===== src/design/exptok_pkg.sv =====
`default_nettype none
package exptok_pkg;

	// Scanner state between input transactions.
	typedef enum logic [1:0] {
		MODE_IDLE,
		MODE_INT,
		MODE_FRAC,
		MODE_IDENT
	} mode_t;

	typedef enum logic [3:0] {
		KIND_NUM     = 4'd0,
		KIND_IDENT   = 4'd1,
		KIND_PLUS    = 4'd2,
		KIND_MINUS   = 4'd3,
		KIND_MUL     = 4'd4,
		KIND_DIV     = 4'd5,
		KIND_OPEN    = 4'd6,
		KIND_CLOSE   = 4'd7,
		KIND_BANG    = 4'd8,
		KIND_PERCENT = 4'd9,
		KIND_COMMA   = 4'd10,
		KIND_END     = 4'd11
	} kind_t;

	localparam logic CMD_CHAR = 1'b0;
	localparam logic CMD_EOS  = 1'b1;

	localparam logic [7:0] CH_PLUS    = 8'h2B;
	localparam logic [7:0] CH_MINUS   = 8'h2D;
	localparam logic [7:0] CH_STAR    = 8'h2A;
	localparam logic [7:0] CH_SLASH   = 8'h2F;
	localparam logic [7:0] CH_OPEN    = 8'h28;
	localparam logic [7:0] CH_CLOSE   = 8'h29;
	localparam logic [7:0] CH_BANG    = 8'h21;
	localparam logic [7:0] CH_PERCENT = 8'h25;
	localparam logic [7:0] CH_COMMA   = 8'h2C;
	localparam logic [7:0] CH_POINT   = 8'h2E;
	localparam logic [7:0] CH_UNDER   = 8'h5F;
	localparam logic [7:0] CH_ZERO    = 8'h30;
	localparam logic [7:0] CH_NINE    = 8'h39;

	localparam int MANT_W = 63;
	localparam int NAME_W = 128;

	localparam logic [MANT_W-1:0] MANT_MAX = {MANT_W{1'b1}};
	// Largest mantissa that still takes one more digit: (MANT_MAX - d) / 10.
	localparam logic [MANT_W-1:0] MANT_LIMIT_LO = 63'd922337203685477580;
	localparam logic [MANT_W-1:0] MANT_LIMIT_HI = 63'd922337203685477579;

	localparam logic [7:0] FRAC_MAX = 8'd255;

	localparam int FIFO_DEPTH = 4;

	typedef struct packed {
		kind_t              kind;
		logic [MANT_W-1:0]  mantissa;
		logic [7:0]         frac_digits;
		logic [NAME_W-1:0]  name;
		logic [4:0]         name_len;
		logic               clipped;
		logic               last;
	} tok_t;

endpackage
`default_nettype wire


===== src/design/exptok_core.sv =====
`default_nettype none
module exptok_core #(
	parameter int MAX_NAME_CHARS = 16
) (
	input  wire logic              clk,
	input  wire logic              arst_n,
	input  wire logic              advance,
	input  wire logic              cmd,
	input  wire logic [7:0]        ch,
	output logic [1:0]             push_n,
	output exptok_pkg::tok_t       res0,
	output exptok_pkg::tok_t       res1
);

	exptok_pkg::mode_t mode_q, mode_nx;
	logic [exptok_pkg::MANT_W-1:0] accum_q, accum_nx;
	logic [7:0] frac_q, frac_nx;
	logic [exptok_pkg::NAME_W-1:0] name_q, name_nx;
	logic [4:0] name_cnt_q, name_cnt_nx;
	logic clip_q, clip_nx;

	logic is_digit, is_alpha, is_name;
	logic [3:0] digit;
	logic fits;
	logic [exptok_pkg::MANT_W-1:0] accum_step;
	logic punct_hit;
	exptok_pkg::kind_t punct_kind;
	logic pending, do_flush, has_second;
	exptok_pkg::tok_t flush_tok, second_tok;

	always_comb begin
		is_digit = (ch >= exptok_pkg::CH_ZERO) && (ch <= exptok_pkg::CH_NINE);
		is_alpha = ((ch >= 8'h41) && (ch <= 8'h5A)) || ((ch >= 8'h61) && (ch <= 8'h7A));
		is_name  = is_digit || is_alpha || (ch == exptok_pkg::CH_UNDER);
		digit    = ch[3:0];
		fits     = accum_q <= ((digit > 4'd7) ? exptok_pkg::MANT_LIMIT_HI
			: exptok_pkg::MANT_LIMIT_LO);
		// Times ten as two shifted copies; fits guarantees no carry out.
		accum_step = (accum_q << 3) + (accum_q << 1)
			+ {{(exptok_pkg::MANT_W-4){1'b0}}, digit};
	end

	always_comb begin
		punct_hit  = 1'b1;
		punct_kind = exptok_pkg::KIND_PLUS;
		unique case (ch)
			exptok_pkg::CH_PLUS:    punct_kind = exptok_pkg::KIND_PLUS;
			exptok_pkg::CH_MINUS:   punct_kind = exptok_pkg::KIND_MINUS;
			exptok_pkg::CH_STAR:    punct_kind = exptok_pkg::KIND_MUL;
			exptok_pkg::CH_SLASH:   punct_kind = exptok_pkg::KIND_DIV;
			exptok_pkg::CH_OPEN:    punct_kind = exptok_pkg::KIND_OPEN;
			exptok_pkg::CH_CLOSE:   punct_kind = exptok_pkg::KIND_CLOSE;
			exptok_pkg::CH_BANG:    punct_kind = exptok_pkg::KIND_BANG;
			exptok_pkg::CH_PERCENT: punct_kind = exptok_pkg::KIND_PERCENT;
			exptok_pkg::CH_COMMA:   punct_kind = exptok_pkg::KIND_COMMA;
			default:                punct_hit = 1'b0;
		endcase
	end

	always_comb begin
		pending = mode_q != exptok_pkg::MODE_IDLE;

		flush_tok = '0;
		flush_tok.clipped = clip_q;
		if (mode_q == exptok_pkg::MODE_IDENT) begin
			flush_tok.kind     = exptok_pkg::KIND_IDENT;
			flush_tok.name     = name_q;
			flush_tok.name_len = name_cnt_q;
		end else begin
			flush_tok.kind        = exptok_pkg::KIND_NUM;
			flush_tok.mantissa    = accum_q;
			flush_tok.frac_digits = frac_q;
		end

		second_tok = '0;
		second_tok.kind = (cmd == exptok_pkg::CMD_EOS) ? exptok_pkg::KIND_END : punct_kind;

		mode_nx     = mode_q;
		accum_nx    = accum_q;
		frac_nx     = frac_q;
		name_nx     = name_q;
		name_cnt_nx = name_cnt_q;
		clip_nx     = clip_q;
		do_flush    = 1'b0;
		has_second  = 1'b0;

		if (cmd == exptok_pkg::CMD_EOS) begin
			do_flush   = pending;
			has_second = 1'b1;
			mode_nx    = exptok_pkg::MODE_IDLE;
			accum_nx   = '0;
			frac_nx    = '0;
			name_nx    = '0;
			name_cnt_nx = '0;
			clip_nx    = 1'b0;
		end else if ((mode_q == exptok_pkg::MODE_INT || mode_q == exptok_pkg::MODE_FRAC)
				&& is_digit) begin
			if (mode_q == exptok_pkg::MODE_INT) begin
				if (fits) begin
					accum_nx = accum_step;
				end else begin
					accum_nx = exptok_pkg::MANT_MAX;
					clip_nx  = 1'b1;
				end
			end else if (fits && (frac_q != exptok_pkg::FRAC_MAX)) begin
				accum_nx = accum_step;
				frac_nx  = frac_q + 8'd1;
			end else begin
				clip_nx = 1'b1;
			end
		end else if (mode_q == exptok_pkg::MODE_INT && ch == exptok_pkg::CH_POINT) begin
			mode_nx = exptok_pkg::MODE_FRAC;
		end else if (mode_q == exptok_pkg::MODE_IDENT && is_name) begin
			if (name_cnt_q < 5'(MAX_NAME_CHARS)) begin
				for (int i = 0; i < 16; i++) begin
					if (name_cnt_q[3:0] == 4'(i)) name_nx[i*8 +: 8] = ch;
				end
				name_cnt_nx = name_cnt_q + 5'd1;
			end else begin
				clip_nx = 1'b1;
			end
		end else begin
			// The character closes any pending token and starts afresh.
			do_flush    = pending;
			mode_nx     = exptok_pkg::MODE_IDLE;
			accum_nx    = '0;
			frac_nx     = '0;
			name_nx     = '0;
			name_cnt_nx = '0;
			clip_nx     = 1'b0;
			if (is_digit) begin
				mode_nx  = exptok_pkg::MODE_INT;
				accum_nx = {{(exptok_pkg::MANT_W-4){1'b0}}, digit};
			end else if (is_name) begin
				mode_nx      = exptok_pkg::MODE_IDENT;
				name_nx[7:0] = ch;
				name_cnt_nx  = 5'd1;
			end else begin
				has_second = punct_hit;
			end
		end

		push_n = {1'b0, do_flush} + {1'b0, has_second};
		res0 = do_flush ? flush_tok : second_tok;
		res1 = second_tok;
		res0.last = !(do_flush && has_second);
		res1.last = 1'b1;
		if (!advance) push_n = 2'd0;
	end

	always_ff @(posedge clk or negedge arst_n) begin
		if (!arst_n) begin
			mode_q     <= exptok_pkg::MODE_IDLE;
			accum_q    <= '0;
			frac_q     <= '0;
			name_q     <= '0;
			name_cnt_q <= '0;
			clip_q     <= 1'b0;
		end else if (advance) begin
			mode_q     <= mode_nx;
			accum_q    <= accum_nx;
			frac_q     <= frac_nx;
			name_q     <= name_nx;
			name_cnt_q <= name_cnt_nx;
			clip_q     <= clip_nx;
		end
	end

	a_ident_state: assert property (@(posedge clk) disable iff (!arst_n)
		mode_q == exptok_pkg::MODE_IDENT |-> accum_q == '0 && name_cnt_q != 5'd0
			&& name_cnt_q <= 5'(MAX_NAME_CHARS))
		else $error("identifier state holds number data or a bad length");

	a_num_state: assert property (@(posedge clk) disable iff (!arst_n)
		(mode_q == exptok_pkg::MODE_INT || mode_q == exptok_pkg::MODE_FRAC)
			|-> name_cnt_q == 5'd0 && name_q == '0)
		else $error("number state holds identifier data");

endmodule
`default_nettype wire


===== src/design/exptok_fifo.sv =====
`default_nettype none
module exptok_fifo (
	input  wire logic              clk,
	input  wire logic              arst_n,
	input  wire logic [1:0]        push_n,
	input  wire exptok_pkg::tok_t  wr0,
	input  wire exptok_pkg::tok_t  wr1,
	input  wire logic              pop,
	output logic                   valid,
	output logic                   room,
	output exptok_pkg::tok_t       head
);

	localparam int AW = $clog2(exptok_pkg::FIFO_DEPTH);
	localparam int CW = $clog2(exptok_pkg::FIFO_DEPTH + 1);

	exptok_pkg::tok_t mem_q [exptok_pkg::FIFO_DEPTH];
	logic [AW-1:0] wr_ptr_q, rd_ptr_q, wr_ptr1;
	logic [CW-1:0] count_q;
	logic do_pop;

	assign valid   = count_q != '0;
	assign room    = count_q <= CW'(exptok_pkg::FIFO_DEPTH - 2);
	assign head    = mem_q[rd_ptr_q];
	assign do_pop  = pop && valid;
	assign wr_ptr1 = wr_ptr_q + AW'(1);

	always_ff @(posedge clk) begin
		if (push_n != 2'd0) mem_q[wr_ptr_q] <= wr0;
		if (push_n == 2'd2) mem_q[wr_ptr1] <= wr1;
	end

	always_ff @(posedge clk or negedge arst_n) begin
		if (!arst_n) begin
			wr_ptr_q <= '0;
			rd_ptr_q <= '0;
			count_q  <= '0;
		end else begin
			wr_ptr_q <= wr_ptr_q + AW'(push_n);
			rd_ptr_q <= rd_ptr_q + AW'(do_pop);
			count_q  <= count_q + CW'(push_n) - CW'(do_pop);
		end
	end

	a_count_bound: assert property (@(posedge clk) disable iff (!arst_n)
		count_q <= CW'(exptok_pkg::FIFO_DEPTH))
		else $error("result queue count out of range");

	a_push_room: assert property (@(posedge clk) disable iff (!arst_n)
		push_n != 2'd0 |-> room)
		else $error("results pushed without room for two");

endmodule
`default_nettype wire


===== src/design/expression_tokenizer.sv =====
// Streaming tokenizer for arithmetic expressions.
// Input channel (in_valid/in_ready): one transaction per character (cmd = 0,
// code on ch) or an end-of-string marker (cmd = 1). Output channel
// (out_valid/out_ready): one token per transaction with kind, the number
// fields (mantissa, frac_digits), the identifier fields (name_low, name_high,
// name_len), clipped, and last marking the final token caused by an input.
// A character yields zero, one or two tokens; end of string yields the
// pending token, if any, followed by the end token.
// An accepted input is registered, decoded from that register into the result
// queue, and its first token is offered from the queue head.
// Throughput: one character per cycle while each yields at most one token
// and out_ready stays high; the output port drains one token per cycle, so
// characters that close a token and emit a punctuation token can hold back input.
// The rate is set by the single decode and shift-add stage in front of a
// four-entry result queue; decode advances only while the queue has room
// for two tokens.
// When the receiver stalls, up to four tokens queue up, then in_ready drops
// after one more input is held. Reset clears the scanner to between tokens
// and empties the queue.
`default_nettype none
module expression_tokenizer #(
	parameter int MAX_NAME_CHARS = 16
) (
	input  wire logic        clk,
	input  wire logic        arst_n,
	input  wire logic        in_valid,
	output logic             in_ready,
	input  wire logic        cmd,
	input  wire logic [7:0]  ch,
	output logic             out_valid,
	input  wire logic        out_ready,
	output logic [3:0]       kind,
	output logic [62:0]      mantissa,
	output logic [7:0]       frac_digits,
	output logic [63:0]      name_low,
	output logic [63:0]      name_high,
	output logic [4:0]       name_len,
	output logic             clipped,
	output logic             last
);

	logic valid_s1;
	logic cmd_s1;
	logic [7:0] ch_s1;
	logic advance, room;
	logic [1:0] push_n;
	exptok_pkg::tok_t res0, res1, head;

	assign advance  = valid_s1 && room;
	assign in_ready = !valid_s1 || advance;

	always_ff @(posedge clk or negedge arst_n) begin
		if (!arst_n) begin
			valid_s1 <= 1'b0;
		end else if (in_ready) begin
			valid_s1 <= in_valid;
		end
	end

	always_ff @(posedge clk) begin
		if (in_ready && in_valid) begin
			cmd_s1 <= cmd;
			ch_s1  <= ch;
		end
	end

	exptok_core #(
		.MAX_NAME_CHARS(MAX_NAME_CHARS)
	) u_core (
		.clk     (clk),
		.arst_n  (arst_n),
		.advance (advance),
		.cmd     (cmd_s1),
		.ch      (ch_s1),
		.push_n  (push_n),
		.res0    (res0),
		.res1    (res1)
	);

	exptok_fifo u_fifo (
		.clk    (clk),
		.arst_n (arst_n),
		.push_n (push_n),
		.wr0    (res0),
		.wr1    (res1),
		.pop    (out_ready),
		.valid  (out_valid),
		.room   (room),
		.head   (head)
	);

	assign kind        = head.kind;
	assign mantissa    = head.mantissa;
	assign frac_digits = head.frac_digits;
	assign name_low    = head.name[63:0];
	assign name_high   = head.name[127:64];
	assign name_len    = head.name_len;
	assign clipped     = head.clipped;
	assign last        = head.last;

	a_hold_s1: assert property (@(posedge clk) disable iff (!arst_n)
		valid_s1 && !advance |=> valid_s1 && $stable(ch_s1) && $stable(cmd_s1))
		else $error("held input transaction was lost or changed");

endmodule
`default_nettype wire


===== config.mk =====
export PLATFORM = sky130hd
export DESIGN_NAME = expression_tokenizer
export DESIGN_NICKNAME = d
export VERILOG_FILES = /design/src/design/exptok_pkg.sv /design/src/design/exptok_core.sv /design/src/design/exptok_fifo.sv /design/src/design/expression_tokenizer.sv
export SDC_FILE = /design/constraint.sdc
export NUM_CORES = 2
export LEC_CHECK = 0
export BUFFER_PORTS_ARGS = -buffer_cell sky130_fd_sc_hd__buf_2
export CAP_MARGIN = 5
export CORE_MARGIN = 8
export CORE_UTILIZATION = 45
export CTS_CLUSTER_DIAMETER = 50
export CTS_CLUSTER_SIZE = 20
export DETAILED_ROUTE_END_ITERATION = 10
export SLEW_MARGIN = 20
export SYNTH_ARGS = -nofsm -noshare
export SYNTH_HDL_FRONTEND = slang
export SYNTH_SLANG_ARGS = --single-unit
export TNS_END_PERCENT = 10

===== constraint.sdc =====
create_clock -name clk -period 4.3 [get_ports clk]
set_clock_uncertainty 0.2 [all_clocks]
set_input_delay 1.075 -clock clk [delete_from_list [all_inputs] [get_ports clk]]
set_output_delay 1.075 -clock clk [all_outputs]
set_load 0.05 [all_outputs]

# Yosys cells after proc, flatten, opt, wreduce, memory -nomap -nowiden
# Memory sizes are Yosys's and may differ from the RTL's.
# Cells that the tools add are included.
# W data, S select, Z words.
[op_classes]
n_reduce_logical = 44
eq_ne = 59
magnitude_cmp = 10
n_mux = 81
addsub = 10
[ops]
columns = ["op", "n"]
rows = [
  ["$mux W128", 5],
  ["$mux W63", 7],
  ["$mux W210", 1],
  ["$mux W8", 24],
  ["$mux W133", 1],
  ["$reduce_and A5 Y1", 18],
  ["$eq A8 B6 Y1 const B", 10],
  ["$mux W71", 1],
  ["$add A63 B4 Y63", 1],
  ["$add A63 B63 Y63", 1],
  ["$le A63 B63 Y1", 1],
  ["$ne A3 B3 Y1 const B", 19],
  ["$eq A4 B4 Y1 const B", 8],
  ["$pmux W4 S8", 1],
  ["$mux W5", 6],
  ["$mux W1", 25],
  ["$eq A4 B3 Y1 const B", 4],
  ["$ge A8 B7 Y1 const B", 2],
  ["$le A8 B7 Y1 const B", 2],
  ["$mux W2", 7],
  ["$ne A4 B3 Y1 const B", 3],
  ["$logic_and A1 B1 Y1", 11],
  ["$ne A3 B2 Y1 const B", 3],
  ["$reduce_or A9 Y1", 1],
  ["30 further kinds", 42],
]
[word_totals]
in_bits = 13
ff_bits = 224
mem_count = 1
mem_bits_rw = 840
out_inout_bits = 212
elab_cells = 232
[memory_table]
columns = ["name", "depth", "word_bits", "rd", "rd_clocked_by_memory_dff", "write_ports", "line", "source"]
rows = [
  ["u_fifo.mem_q", 4, 210, 1, 0, 2, "exptok_fifo.sv:17", "exptok_pkg::tok_t mem_q [exptok_pkg::FIFO_DEPTH];"],
]

# Longest topological paths before layout
[logic_depth]
depth_word = 16
ltp_mapped = 20
depth_no_buf = 15

# By module
# A second synthesis with hierarchy kept.
[hier_totals]
hier_cells = 3990
area_unflattened_um2 = 58497.4
[by_module_without_submodules]
columns = ["mod", "instances", "area_per_inst_um2", "cells_per_inst", "seq_area_each_um2"]
rows = [
  ["exptok_fifo", 1, 41755.0, 2071, 25399.4],
  ["exptok_core", 1, 16412.0, 1905, 5180.0],
  ["expression_tokenizer", 1, 330.3, 14, 295.3],
]

# Worst setup path before layout
# Ideal clock, no wire load.
[synth_timing]
path_type = "register to register"
from = "register ch_s1[3]"
to = "memory u_fifo.mem_q[1][206] in the netlist's numbering, data pin"
path_slack_ns = 0.060
synth_period_minus_slack_ns = 4.240
path_stages_with_launch = 18
arrival_ns = 3.774
setup_time_ns = 0.265
required_ns = 3.835
path_buffers = 6
path_cell_list = "edfxtp_1 nor3_1 nor2_1 o211ai_1 a21oi_1 and3b_1 clkbuf_1 or4_1 buf_2 clkinv_2 ha_1 clkbuf_1 o21ai_0 buf_1 nor3_4 buf_4 buf_2 o21bai_1"
[synth_lines]
columns = ["item", "line", "source"]
rows = [
  ["from (decl)", "expression_tokenizer.sv:44", "logic [7:0] ch_s1;"],
  ["from (signal assigned)", "expression_tokenizer.sv:63", "ch_s1 <= ch;"],
  ["to (decl)", "exptok_fifo.sv:17", ""],
]

# Worst setup path after layout
[layout_timing]
from = "register u_core.accum_q[8] in the netlist's numbering"
to = "register u_core.accum_q[60] in the netlist's numbering"
[layout_via]
elab_chain_len = 6
word_cells_on_any_way = 11
classes_between = "add/sub: 2; order compare: 1; eq/ne: 1; mux: 5; reduce/logical: 2"
[layout_lines]
columns = ["item", "line", "source"]
rows = [
  ["from (decl)", "exptok_core.sv:16", "logic [exptok_pkg::MANT_W-1:0] accum_q, accum_nx;"],
  ["from (signal assigned)", "exptok_core.sv:161", "accum_q <= accum_nx;"],
  ["$add A63 B63 Y63", "exptok_core.sv:39", "accum_step = (accum_q << 3) + (accum_q << 1)"],
  ["$add A63 B4 Y63", "exptok_core.sv:40", "+ {{(exptok_pkg::MANT_W-4){1'b0}}, digit};"],
  ["$mux W63, on equally long branches", "exptok_core.sv:105, exptok_core.sv:99", ""],
  ["$mux W63", "exptok_core.sv:98", "if (mode_q == exptok_pkg::MODE_INT) begin"],
  ["$mux W63", "exptok_core.sv:96", "end else if ((mode_q == exptok_pkg::MODE_INT || mode_q == exptok_pkg::MODE_FRAC)"],
  ["$mux W63", "exptok_core.sv:87", "if (cmd == exptok_pkg::CMD_EOS) begin"],
]
# Several ways; a longest one is shown, not always the timed one. The select of a mux whose other input is x is not followed.
# A chain may end at the register's enable or synchronous reset.

==> results.sh <==
export IMPL_netlist_area_um2=44100
export IMPL_power_density_nw_per_um2=541
export IMPL_drc=0
export IMPL_fin_crit_sh_pct=95.8
export IMPL_dominantRegCellSynth="dfxtp_1"
export IMPL_worst_slack_ns=0.178
export IMPL_final_max_slew_viol_count=0
export IMPL_fin_nets=4020
export IMPL_min_path_type="in -> async"
export IMPL_wirelength_mm=127
export IMPL_cts_hold_buf=0
export IMPL_port_buffers=224
export IMPL_antenna_cells=0
export IMPL_worstReg2RegStart="u_core.accum_q[8]$_DFFE_PN0P_"
export IMPL_r2r_setup_slack_ns=0.18
export IMPL_root_buffer="clkbuf_16"
export IMPL_avgRoutedWirePerCell_um=24.2
export IMPL_dieWidth_um=329
export IMPL_grt_met2_usage_pct=37.6
export IMPL_cp_startpoint="u_core.accum_q[8]$_DFFE_PN0P_"
export IMPL_crit_path_max_fanout=9
export IMPL_setup_viol=0
export IMPL_n_fill_cell=8582
export IMPL_p_leak_nw=21.4
export IMPL_synth_edf_count=25
export IMPL_regArea_um2=22600
export IMPL_slew_headroom_pct=41.8
export IMPL_via_count=31800
export IMPL_ios=225
export IMPL_critPathArrivalTime_ns=4.47
export IMPL_setup_tns_ns=0
export IMPL_place_congestion=0.881
export IMPL_grt_antenna_before_repair=1
export IMPL_cp_cell_sequence="ha_1 > ha_1 > a21oi_1 > o21ai_1 > and3b_1 > a311o_1 > o221ai_2 > o41ai_2 > buf_4 > a211o_1 > nor4b_4 > or3_1 > a21oi_1 > o21ai_1"
export IMPL_layout_commonest_cell="dfxtp_1"
export IMPL_grt_pass1_wl_mm=197
export IMPL_fp_row_count=115
export IMPL_dieArea_um2=108000
export IMPL_final_cell_area_um2=50700
export IMPL_fmaxAchievable_ghz=0.243
export IMPL_multiInputGateArea_um2=20000
export IMPL_postRouteAntennaNets=0
export IMPL_grt_usage_pct=22.9
export IMPL_async_flop_share_pct=20.2
export IMPL_cp_required_ns=4.65
export IMPL_start_kind="register"
export IMPL_syn_to_final_growth_pct=15.0
export IMPL_first_iter_violations=2244
export IMPL_most_common_layout_cells="824 x dfxtp_1, 817 x a22o_1, 294 x nand2_1"
export IMPL_rsz0062_at_grt="true"
export IMPL_cts_num_sinks=1064
export IMPL_die_y_um=329
export IMPL_cts_made_buffers=106
export IMPL_cts_tree="done"
export IMPL_critical_path_class="reg -> reg"
export IMPL_via_per_inst=6.07
export IMPL_placed_cell_area_um2=46800
export IMPL_synthesis_nets=3883
export IMPL_syn_avg_cell_area_um2=11.8
export IMPL_fp_coreArea_um2=97800
export IMPL_period_minus_slack_ns=4.12
export IMPL_max_stage_delay_ns=0.57
export IMPL_drive_gt1_share_pct=20.0
export IMPL_dp_hpwl_mm=77.1
export IMPL_status="finished, final reports clean"
export IMPL_synth_seq_cells=1064
export IMPL_firstDrtPassIters=5
export IMPL_place_worst_setup_slack_ns=0.0588
export IMPL_clk_latency_ns=0.70
export IMPL_htreeDepth=3
export IMPL_start_util_pct=45.1
export IMPL_hold_viol=0
export IMPL_cap_viol_max_count=0
export IMPL_grt_start_max_net_pins=85
export IMPL_grt_util_met1_pct=30.8
export IMPL_ys_types=79
export IMPL_end_kind="register"
export IMPL_cts_max_path_buffers=3
export IMPL_yosysWarnings=0
export IMPL_grt_pass1_vias=32200
export IMPL_ys_seq_area_share_pct=51.3
export IMPL_ir_worst_vdd_v=0.000477
export IMPL_synthCells=3730
export IMPL_busiest_layer="met2"
export IMPL_grt_overflow=0
export IMPL_slowest_stage="dfrtp_1"
export IMPL_met3_usage_pct=4.10
export IMPL_path_clk_slew_ns=0.08
export IMPL_worstMarginPinSlew_ns=0.872
==> final timing paths <==
path / to / cells past startpoint
min in group clk: u_fifo.mem_q[3][1]$_SDFFE_PP0P_ / 2
min reg2reg: u_fifo.mem_q[3][1]$_SDFFE_PP0P_ / 2
max: u_core.accum_q[60]$_DFFE_PN0P_ / 14
max reg2reg: u_core.accum_q[60]$_DFFE_PN0P_ / 14
max in group asynchronous: u_core.mode_q[0]$_DFFE_PN0P_ / 2
min: u_core.name_q[30]$_DFFE_PN0P_ / 1
==> cell type report <==
type / count / share of cell area [%]
inverters: 39 / 0.291
flip-flops and latches: 1064 / 44.6
multi-input cells: 2311 / 39.4
clock inverters: 84 / 2.02
clock buffers: 118 / 5.56
well taps: 1287 / 3.17
repair buffers: 345 / 4.89
==> what timing repair did <==
item / 4_1_cts / 5_1_grt
resized for setup: 0 / 9
setup endpoints to repair: 0 / 283
setup buffers: 0 / 5
==> metal layers <==
layer	part of all wire, %	up-vias
met3	5.7	219
met2	47	910
met4	3.0	0
li1	-	14600
met1	44	16100
met5	0	-
==> worst max-delay path: cells and delay by family (launching register included) <==
family,cells,cell delay (ns)
simple gates,3,0.68
buf+inv,1,0.15
compound gates,8,1.65
fa+ha+maj,2,0.69
flops,1,0.57
==> flip-flops by register name, indices dropped and copies added (netlist names), 3 cells and up <==
register,flops
u_core.accum_q,63
u_core.name_cnt_q,5
u_fifo.count_q,3
u_core.frac_q,8
ch_s1,8
u_core.name_q,128
u_fifo.mem_q,840
==> kinds of logic (layout without fill, tap and decap cells) <==
group,count (synthesis),count (layout),share of synthesized area (%)
muxes,214,214,10.8
buffers and inverters,355,586,3.60
adders and majority gates,140,140,4.02
DFF,1064,1064,51.3
and+or+nand+nor,558,558,5.90
xor gates and xnor gates,61,61,1.21
AOI/OAI and AO/OA,1338,1338,23.2
==> report_power, final <==
part	internal (mW)	switching (mW)
Sequential	10.4	0.499
Clock	5.23	4.65
Combinational	2.05	4.62
Total	17.7	9.77
==> through the flow <==
step,total power [mW],std cells,utilization (%),hold WS (ns)
after floorplan,15.4,3730,-,0.215
after global placement,17.8,5041,47.8,0.238
after detailed placement,17.8,5041,47.8,0.240
after CTS,27.7,5243,51.8,0.130
after global routing,28.6,5248,51.8,0.139
final,27.4,5248,51.8,0.118
==> cells in the mapped netlist (8+ instances only) <==
library cell  number  area, µm²
dfxtp_1          824      16500
a22o_1           817       7160
nand2_1          297       1110
o21ai_0          255       1280
dfrtp_1          215       5380
mux4_2           210       4730
clkbuf_1         199        747
ha_1             137       1710
a21oi_1           99        495
nor2_1            83        312
buf_2             66        330
inv_1             38        143
xnor2_1           36        315
a21o_1            32        240
nand3_1           29        145
and2_1            26        163
buf_1             25       93.8
edfxtp_1          25        751
xor2_1            25        219
nand4_1           24        150
buf_6             20        225
nor3_1            19       95.1
nand2b_1          18        113
o211ai_1          15        113
o21bai_1          15        113
o21ai_1           12       60.1
o31ai_1           12       90.1
a31oi_1           10       62.6
and3_1            10       62.6
o21a_1             9       67.6
or3_1              9       56.3
a221oi_1           8       70.1
No activity file was read; power rests on OpenSTA's default activity.
